`src/vrlr_pkg.sv`:
```
`default_nettype none
package vrlr_pkg;

  localparam logic [2:0] OP_BEGIN = 3'd0;
  localparam logic [2:0] OP_DATA  = 3'd1;
  localparam logic [2:0] OP_READ  = 3'd2;
  localparam logic [2:0] OP_PEEK  = 3'd3;
  localparam logic [2:0] OP_CLEAR = 3'd4;

  localparam int unsigned MinBufferBytes = 32;
  localparam int unsigned ResetBufferBytes = 4096;

  typedef struct packed {
    logic [2:0]  opcode;
    logic [3:0]  severity;
    logic [11:0] record_length;
    logic [47:0] timestamp_ms;
    logic [7:0]  data_byte;
    logic [11:0] peek_address;
  } in_item_t;

  typedef struct packed {
    logic        status;
    logic [3:0]  level_out;
    logic [11:0] length_out;
    logic [47:0] time_out;
    logic [11:0] data_offset;
    logic [7:0]  byte_out;
    logic [8:0]  records_held;
  } out_item_t;

  typedef enum logic [3:0] {
    CMD_NONE,
    CMD_LATCH,
    CMD_DATA,
    CMD_CLEAR,
    CMD_FETCH,
    CMD_DROP,
    CMD_WRAP,
    CMD_HDR,
    CMD_COMMIT,
    CMD_RD_FIN,
    CMD_PEEK_RD,
    CMD_PEEK_FIN
  } cmd_e;

  typedef enum logic [3:0] {
    ST_IDLE,
    ST_DISPATCH,
    ST_WRAP_CHK,
    ST_FREE_CHK,
    ST_FETCH,
    ST_FETCH_END,
    ST_DROP_W,
    ST_DROP_F,
    ST_HDR,
    ST_COMMIT,
    ST_RD_FIN,
    ST_PEEK_RD,
    ST_PEEK_FIN,
    ST_DONE
  } state_e;

  typedef struct packed {
    cmd_e cmd;
  } ctl_t;

  typedef struct packed {
    logic [2:0] op;
    logic       pend_zero;
    logic       too_long;
    logic       free_short;
    logic       tail_short;
    logic       wrap_drop;
    logic       rd_ok;
    logic       peek_ok;
    logic       fetch_last;
    logic       hdr_last;
  } stat_t;

endpackage
`default_nettype wire

```
`src/vrlr_ctrl.sv`:
```
`default_nettype none
module vrlr_ctrl (
  input  wire              clk_i,
  input  wire              rst_ni,
  input  wire              start_i,
  input  vrlr_pkg::stat_t  stat_i,
  output vrlr_pkg::ctl_t   ctl_o,
  output logic             busy_o,
  output logic             done_o
);

  vrlr_pkg::state_e state_q, state_d, ret_q, ret_d;

  always_ff @(posedge clk_i or negedge rst_ni) begin
    if (!rst_ni) begin
      state_q <= vrlr_pkg::ST_IDLE;
      ret_q   <= vrlr_pkg::ST_IDLE;
    end else begin
      state_q <= state_d;
      ret_q   <= ret_d;
    end
  end

  always_comb begin
    state_d   = state_q;
    ret_d     = ret_q;
    ctl_o.cmd = vrlr_pkg::CMD_NONE;
    busy_o    = 1'b1;
    done_o    = 1'b0;
    unique case (state_q)
      vrlr_pkg::ST_IDLE: begin
        busy_o = 1'b0;
        if (start_i) begin
          ctl_o.cmd = vrlr_pkg::CMD_LATCH;
          state_d   = vrlr_pkg::ST_DISPATCH;
        end
      end
      vrlr_pkg::ST_DISPATCH: begin
        state_d = vrlr_pkg::ST_DONE;
        unique case (stat_i.op)
          vrlr_pkg::OP_BEGIN: begin
            if (stat_i.pend_zero && !stat_i.too_long) begin
              if (!stat_i.free_short) begin
                state_d = vrlr_pkg::ST_HDR;
              end else if (stat_i.tail_short) begin
                state_d = vrlr_pkg::ST_WRAP_CHK;
              end else begin
                state_d = vrlr_pkg::ST_FREE_CHK;
              end
            end
          end
          vrlr_pkg::OP_DATA: if (!stat_i.pend_zero) ctl_o.cmd = vrlr_pkg::CMD_DATA;
          vrlr_pkg::OP_READ: begin
            if (stat_i.rd_ok) begin
              ret_d   = vrlr_pkg::ST_RD_FIN;
              state_d = vrlr_pkg::ST_FETCH;
            end
          end
          vrlr_pkg::OP_PEEK: if (stat_i.peek_ok) state_d = vrlr_pkg::ST_PEEK_RD;
          vrlr_pkg::OP_CLEAR: ctl_o.cmd = vrlr_pkg::CMD_CLEAR;
          default: ;
        endcase
      end
      vrlr_pkg::ST_WRAP_CHK: begin
        if (stat_i.wrap_drop) begin
          ret_d   = vrlr_pkg::ST_DROP_W;
          state_d = vrlr_pkg::ST_FETCH;
        end else begin
          ctl_o.cmd = vrlr_pkg::CMD_WRAP;
          state_d   = vrlr_pkg::ST_FREE_CHK;
        end
      end
      vrlr_pkg::ST_FREE_CHK: begin
        if (stat_i.free_short) begin
          ret_d   = vrlr_pkg::ST_DROP_F;
          state_d = vrlr_pkg::ST_FETCH;
        end else begin
          state_d = vrlr_pkg::ST_HDR;
        end
      end
      vrlr_pkg::ST_FETCH: begin
        ctl_o.cmd = vrlr_pkg::CMD_FETCH;
        if (stat_i.fetch_last) state_d = vrlr_pkg::ST_FETCH_END;
      end
      vrlr_pkg::ST_FETCH_END: state_d = ret_q;
      vrlr_pkg::ST_DROP_W: begin
        ctl_o.cmd = vrlr_pkg::CMD_DROP;
        state_d   = vrlr_pkg::ST_WRAP_CHK;
      end
      vrlr_pkg::ST_DROP_F: begin
        ctl_o.cmd = vrlr_pkg::CMD_DROP;
        state_d   = vrlr_pkg::ST_FREE_CHK;
      end
      vrlr_pkg::ST_HDR: begin
        ctl_o.cmd = vrlr_pkg::CMD_HDR;
        if (stat_i.hdr_last) state_d = vrlr_pkg::ST_COMMIT;
      end
      vrlr_pkg::ST_COMMIT: begin
        ctl_o.cmd = vrlr_pkg::CMD_COMMIT;
        state_d   = vrlr_pkg::ST_DONE;
      end
      vrlr_pkg::ST_RD_FIN: begin
        ctl_o.cmd = vrlr_pkg::CMD_RD_FIN;
        state_d   = vrlr_pkg::ST_DONE;
      end
      vrlr_pkg::ST_PEEK_RD: begin
        ctl_o.cmd = vrlr_pkg::CMD_PEEK_RD;
        state_d   = vrlr_pkg::ST_PEEK_FIN;
      end
      vrlr_pkg::ST_PEEK_FIN: begin
        ctl_o.cmd = vrlr_pkg::CMD_PEEK_FIN;
        state_d   = vrlr_pkg::ST_DONE;
      end
      vrlr_pkg::ST_DONE: begin
        done_o  = 1'b1;
        state_d = vrlr_pkg::ST_IDLE;
      end
      default: state_d = vrlr_pkg::ST_IDLE;
    endcase
  end

endmodule
`default_nettype wire

```
`config.mk`:
```
export PLATFORM = sky130hd
export DESIGN_NAME = vrlr_ctrl
export DESIGN_NICKNAME = d
export VERILOG_FILES = /design/src/vrlr_pkg.sv /design/src/vrlr_ctrl.sv
export SDC_FILE = /design/constraint.sdc
export NUM_CORES = 1
export LEC_CHECK = 0
export BUFFER_PORTS_ARGS = -buffer_cell sky130_fd_sc_hd__buf_2
export CAP_MARGIN = 20
export CORE_MARGIN = 5
export CORE_UTILIZATION = 57
export CTS_BUF_LIST = sky130_fd_sc_hd__clkbuf_4
export DETAILED_ROUTE_END_ITERATION = 12
export HOLD_SLACK_MARGIN = 0.02
export PLACE_DENSITY_LB_ADDON = 0.1
export SYNTH_ARGS = -nofsm -noshare
export SYNTH_HDL_FRONTEND = slang
export SYNTH_SLANG_ARGS = --single-unit
export TNS_END_PERCENT = 100
```
`constraint.sdc`:
```
create_clock -name clk_i -period 4.7 [get_ports clk_i]
set_clock_uncertainty 0.2 [all_clocks]
set_input_delay 0.705 -clock clk_i [delete_from_list [all_inputs] [get_ports clk_i]]
set_output_delay 0.705 -clock clk_i [all_outputs]
set_load 0.005 [all_outputs]
```
Word-level counts from Yosys, hierarchy flattened
Cells that the tools add are included.
{"block": "word_totals", "register_bits": 8, "inputBits": 15, "out_inout_bits": 6, "wordCells": 59}
{"block": "classes", "eq_ne": 24, "mux": 24, "reduce_logical": 9}
{"operator": "$mux W4", "n": 11}
{"operator": "$pmux W4 S11", "n": 1}
{"operator": "$pmux W4 S10", "n": 1}
{"operator": "$eq A4 B4 Y1 const B", "n": 6}
{"operator": "$pmux W4 S3", "n": 2}
{"operator": "$eq A4 B3 Y1 const B", "n": 4}
{"operator": "$ne A2 B2 Y1 const B", "n": 6}
{"operator": "$mux W3", "n": 3}
{"operator": "$eq A4 B2 Y1 const B", "n": 2}
{"operator": "$eq A3 B2 Y1 const B", "n": 2}
{"operator": "$reduce_and A5 Y1", "n": 1}
{"operator": "$eq A4 B1 Y1 const B", "n": 1}
{"operator": "$logic_not A4 Y1", "n": 1}
{"operator": "$mux W1", "n": 4}
{"operator": "$pmux W2 S2", "n": 1}
{"operator": "$eq A3 B1 Y1 const B", "n": 1}
{"operator": "$eq A3 B3 Y1 const B", "n": 1}
{"operator": "$logic_not A3 Y1", "n": 1}
{"operator": "$reduce_and A3 Y1", "n": 1}
{"operator": "$reduce_bool A3 Y1", "n": 1}
{"operator": "$reduce_or A3 Y1", "n": 1}
{"operator": "$mux W2", "n": 1}
{"operator": "$ne A2 B1 Y1 const B", "n": 1}
{"operator": "$reduce_or A2 Y1", "n": 1}
{"operator": "other kinds (2)", "n": 2}

Logic depth before layout (Yosys ltp)
Gate-level depths: netlist (run 1).
{"block": "depth", "word_depth": 5, "depth_mapped": 5, "depth_no_buf": 4}

Least setup slack after synthesis (run 1)
Ideal clock, no wire load.
{"block": "synth_timing", "path_kind": "flip-flop to output port", "startpoint": "register state_q[3]", "endpoint": "output port ctl_o[1] (netlist name)", "arrival_ns": 1.424, "required_time_ns": 3.795, "setup_slack_ns": 2.371, "path_stages_with_launch": 5, "path_buffers": 1, "path_cell_list": "dfrtp_1 buf_6 or4b_4 or3_1 o311ai_1"}
{"item": "start, declared", "line_no": "vrlr_ctrl.sv:12", "text": "vrlr_pkg::state_e state_q, state_d, ret_q, ret_d;"}
{"item": "start signal, assigned", "line_no": "vrlr_ctrl.sv:16", "text": "state_q <= vrlr_pkg::ST_IDLE;"}
{"item": "start signal, assigned", "line_no": "vrlr_ctrl.sv:19", "text": "state_q <= state_d;"}
{"item": "end, declared", "line_no": "vrlr_ctrl.sv:7", "text": "output vrlr_pkg::ctl_t ctl_o,"}

==> flow_summary.ini, run 1 <==
[pwr]
p_total_w = 0.000518
ir_drop_v = 0.000366
cellPowerDensity_nw_per_um2 = 611
p_leak_nw = 0.383

[routing]
route.vias.total = 783
drtPass1Iterations = 4
route.detailed.drc = 0
ant_nets = 0
wl_um = 1750
routedWlPerCell_um = 13.6
vias_per_cell = 6.12
drt-initial-drc-count = 21

[cells_and_area]
layout-drive-gt1-share_pct = 26.5
fillers = 128
synthToLayoutAreaGrowth_pct = 13.8
nNetsFinal = 130
multi_input_area_um2 = 480
diodes = 0
seq_area_um2 = 200

[synthesis]
syn_area_um2 = 746
ys_async_sr_fraction_pct = 100
yosysWarnings = 0
synth_common_cells = nand2_1 (11), nor2_1 (9), a21oi_1 (8), dfrtp_1 (8), inv_1 (7)
synth_cells = 98
ys_top_cells_by_area = dfrtp_1 (27%), nand2_1 (5.5%), a21oi_1 (5.4%), nor2_1 (4.5%), inv_1 (3.5%)
synth_largest_area_cell = dfrtp_1
synth_ff_type = dfrtp_1
synthesis.nets = 113
synth.distinct_cells = 42
syn_avg_cell_area_um2 = 7.61
ys_ff_latch = 8
synth_edf_count = 0
yosysSeqAreaShare_pct = 26.8
synth_top_area_share_pct = 26.8
synthMostInstantiatedCell = nand2_1

[global_routing]
track_usage_pct = 19.3
grt_max_degree = 25
grt_pass1_wl_um = 2930
antenna_found_initial = 0
grt_pass1_vias = 656
overflow = 0

[placed_design]
routabilityCongestion = 0.816
dpl.hpwl_um = 1320
port_buffers = 20

[clock_network]
post_cts_buffers = 0
cts_tree = yes
cts_buffers = 3
path_clk_slew_ns = 0.05
ctsHoldBuffers = 0
cts_sinks = 8
clock_path_buffers = 2
htree_levels = 1
cts_root_buf = clkbuf_4
cts_resized = 0
clkLatencyLatePin_ns = 0.25

[sta]
slew_headroom_pct = 57.1
fin_setup_tns_ns = 0
clock.fmax_mhz = 326
min_period_ns = 3.07
period_share_pct = 65.2
rsz0062_at_grt = false
hold_viol_final = 0
finalSetupViolations = 0
slew_viol_final = 0
tightest_slew_ns = 0.644

[worst_setup_path]
cp_max_fo = 24
path_class = reg -> out
critPathArrivalTime_ns = 2.16
ff2ff_path_depth = 4
crit_path_end_kind = output port
required_ns = 3.80
cp-start-kind = flop

[floorplan]
fp.dieH_um = 46.2
rows = 13
die_area_um2 = 2130
coreArea_um2 = 1270
start_util_pct = 58.8
io_pins = 21
dieWidth_um = 46.2

[run_status]
run_status = complete, no violations

[flow_run]
maxCapViolations = 0

[hold_path]
worst_hold_path_type = in -> async
## cell families after synthesis
group,count (synthesis),share of synthesized area [%]
muxes,2,2.85
DFF,8,26.8
and+or+nand+nor,38,27.0
AOI/OAI and AO/OA,35,34.6
buffers and inverters,15,8.72
## layout make-up
type,count,area share [%]
Multi-Input combinational cell,75,56.6
Sequential cell,8,23.6
Timing Repair Buffer,20,11.8
Inverter,7,3.10
Clock buffer,3,2.65
Tap cell,15,2.21
## path summary, 6_finish.rpt
path,startpoint,endpoint,slack [ns]
max,state_q[0],ctl_o[1],1.63
min,rst_ni,state_q[2],0.08
max reg2reg,state_q[0],ret_q[0],2.26
min reg2reg,ret_q[2],ret_q[2],0.28
max in group asynchronous,rst_ni,state_q[0],4.06
min in group clk_i,ret_q[2],ret_q[2],0.28
## critical path: stages (launching register included)
cell	delay, ns
dfrtp_1	0.75
or4b_4	0.58
or3_1	0.34
o311ai_1	0.09
buf_2	0.15
## per-stage QoR
stage	setup WS, ns	utilization (%)	std cells	hold slack (ns)	instance area [µm²]
final	1.63	66.9	128	0.0838	848
after global routing	1.53	66.9	128	0.0832	848
after CTS	1.65	66.9	128	0.0826	848
after detailed placement	1.92	65.1	125	0.261	826
after global placement	1.95	65.1	125	0.260	826
after floorplan	2.37	-	98	0.209	746
## registers in the layout, summed over array words and instances (netlist names)
register	flops
ret_q	4
state_q	4
## where the power goes
part	total [W]	internal [W]	switching, W
combinational	0.000266	0.000142	0.000124
clock	0.0000511	0.0000291	0.0000220
sequential	0.000201	0.000103	0.0000976
total	0.000518	0.000274	0.000244
## routing by layer
| metal | share of wire (%) | global-route usage, % | wire, µm |
|---|---|---|---|
| met1 | 44 | 26.0 | 767 |
| met4 | 0.34 | 3.98 | 6 |
| met2 | 49 | 29.7 | 850 |
| met3 | 7.0 | 6.64 | 123 |
| met5 | 0 | 0 | 0 |
## cells in the final DEF (no fill, tap or decap), types with 2 or more instances in the layout
| master | netlist | final |
|---|---|---|
| a31oi_1 | 3 | 3 |
| nand4_1 | 2 | 2 |
| inv_1 | 7 | 7 |
| buf_2 | 1 | 20 |
| clkbuf_4 | 0 | 3 |
| o22ai_1 | 2 | 2 |
| o221ai_1 | 2 | 2 |
| a22oi_1 | 2 | 2 |
| o21ai_0 | 4 | 4 |
| nand3_1 | 2 | 2 |
| nand2b_1 | 2 | 2 |
| a21o_1 | 2 | 2 |
| dfrtp_1 | 8 | 8 |
| or3_1 | 2 | 2 |
| nor2_1 | 9 | 9 |
| nand2_1 | 11 | 11 |
| a21oi_1 | 8 | 8 |
| nor4_1 | 2 | 2 |
Note: power is estimated with default switching activity, not from simulation.
==> run 2: changes to the inputs <==
CORE_UTILIZATION = 48   (was 57)
clock period = 2.6 ns   (was 4.7 ns; I/O delays follow)
==> flow_summary.ini, run 2 (synthesis results as in run 1) <==
[worst_setup_path]
cp_max_fo = 6
required_ns = 2.01
critPathArrivalTime_ns = 1.78
r2r-end = ret_q[0]
slowest_delay_ns = 0.57
path_class = reg -> out
slowest_stage = or4b_4
reg2reg_slack_ns = 0.54
reg2reg_from = state_q[2]
ff2ff_path_depth = 4
cp-start-kind = flop
crit_chain = or4b_4 > or3_1 > o311ai_1 > buf_2
crit_path_end_kind = output port

[cells_and_area]
layout_common_cells = buf_2 (20), nand2_1 (11), nor2_1 (9)
synthToLayoutAreaGrowth_pct = 19.3
layout-drive-gt1-share_pct = 28.8
fin_cells = 134
final_common_cell = buf_2
diodes = 0
seq_area_um2 = 200
fin_util_pct = 59.7
multi_input_area_um2 = 480
fillers = 136
nNetsFinal = 135
top_regs = ret_q (4), state_q (4)

[global_routing]
grt_pass1_vias = 715
track_usage_pct = 16.0
grt_pass1_wl_um = 3190
overflow = 0
antenna_found_initial = 0
grt_max_degree = 24

[pwr]
power_frac_seq_pct = 22.7
p_comb_share_pct = 68.0
p_sw_w = 0.000468
switching_share_pct = 46.4
p_leak_nw = 0.407
p_clk_share_pct = 9.4
ir_drop_v = 0.000494
cellPowerDensity_nw_per_um2 = 1130
p_int_w = 0.000540

[sta]
slew_viol_final = 0
rsz0062_at_grt = false
setup_ws_ns = 0.227
fin_setup_tns_ns = 0
clock.fmax_mhz = 421
whs_ns = 0.250
finalSetupViolations = 0
min_period_ns = 2.37
period_share_pct = 91.3
slew_headroom_pct = 72.7
hold_viol_final = 0
tightest_slew_ns = 0.407

[clock_network]
htree_levels = 1
cts_root_buf = clkbuf_4
clock_path_buffers = 2
clkLatencyLatePin_ns = 0.26
cts_buffers = 3
cts_resized = 0
path_clk_slew_ns = 0.05
cts_tree = yes
cts_sinks = 8

[placed_design]
dpl.hpwl_um = 1460
routabilityCongestion = 0.761
port_buffers = 20
dp.cells = 130
place_ws_ns = 0.498

[floorplan]
die_area_um2 = 2440
coreArea_um2 = 1490
rows = 14
start_util_pct = 50.1
dieWidth_um = 49.4
fp.dieH_um = 49.4
io_pins = 21

[routing]
routedWlPerCell_um = 14.6
wl_um = 1960
drt-initial-drc-count = 24
drtPass1Iterations = 4
route.vias.total = 790
vias_per_cell = 5.90
route.detailed.drc = 0
ant_nets = 0

[flow_run]
maxCapViolations = 0

[hold_path]
worstHoldStart = stat_i[11]
hold-path-endpoint = state_q[1]
holdPathStages = 2
worst_hold_path_type = in -> reg

[run_status]
run_status = complete, no violations
[run 2: what timing repair did]
item / CTS / global route
hold endpoints to repair: 8 / 0
setup buffers: 0 / 0
hold buffers: 1 / 0
[run 2: worst max path at each step]
stage / cells past startpoint / start / endpoint / slack [ns]
global route: 4 / state_q[2] / ctl_o[1] / 0.17
global placement: 4 / state_q[2] / ctl_o[1] / 0.52
CTS: 4 / state_q[2] / ctl_o[1] / 0.22
finish: 4 / state_q[2] / ctl_o[1] / 0.23
detailed placement: 4 / state_q[2] / ctl_o[1] / 0.50
floorplan: 5 / state_q[3] / ret_q[0] / 0.51
[run 2: metrics by stage]
stage | cell area, µm² | total power (W)
detailed placement | 857 | 0.000907
CTS | 890 | 0.00101
global route | 890 | 0.00109
global placement | 857 | 0.000895
floorplan | 746 | 0.000725
finish | 890 | 0.00101
[run 2: area by class of cell]
class                      instances  area share, %
inverter                           7           2.95
sequential                         8           22.5
tap                               16           2.25
multi-input combinational         75           54.0
timing repair buffer              25           15.8
clock buffer                       3           2.53
[run 2: power groups by stage]
stage               clock network [W]  registers, W  logic [W]
floorplan                           0      0.000218   0.000507
global placement                    0      0.000226   0.000669
detailed placement                  0      0.000229   0.000678
CTS                         0.0000951      0.000227   0.000683
global route                 0.000103      0.000235   0.000751
finish                      0.0000944      0.000228   0.000685
[run 2: metal layers]
metal  wire length (µm)  track usage, %  vias to the layer above
li1                   -               -                      411
met1                960            22.6                      354
met2                879            25.3                       25
met3                121            4.28                        0
met4                  0            1.31                        0
met5                  0               0                        -
[run 2: critical path: cells and delay by family (launching register included)]
family	cells	cell delay (ns)
compound gates	1	0.09
flops	1	0.37
buf+inv	1	0.16
simple gates	2	0.90
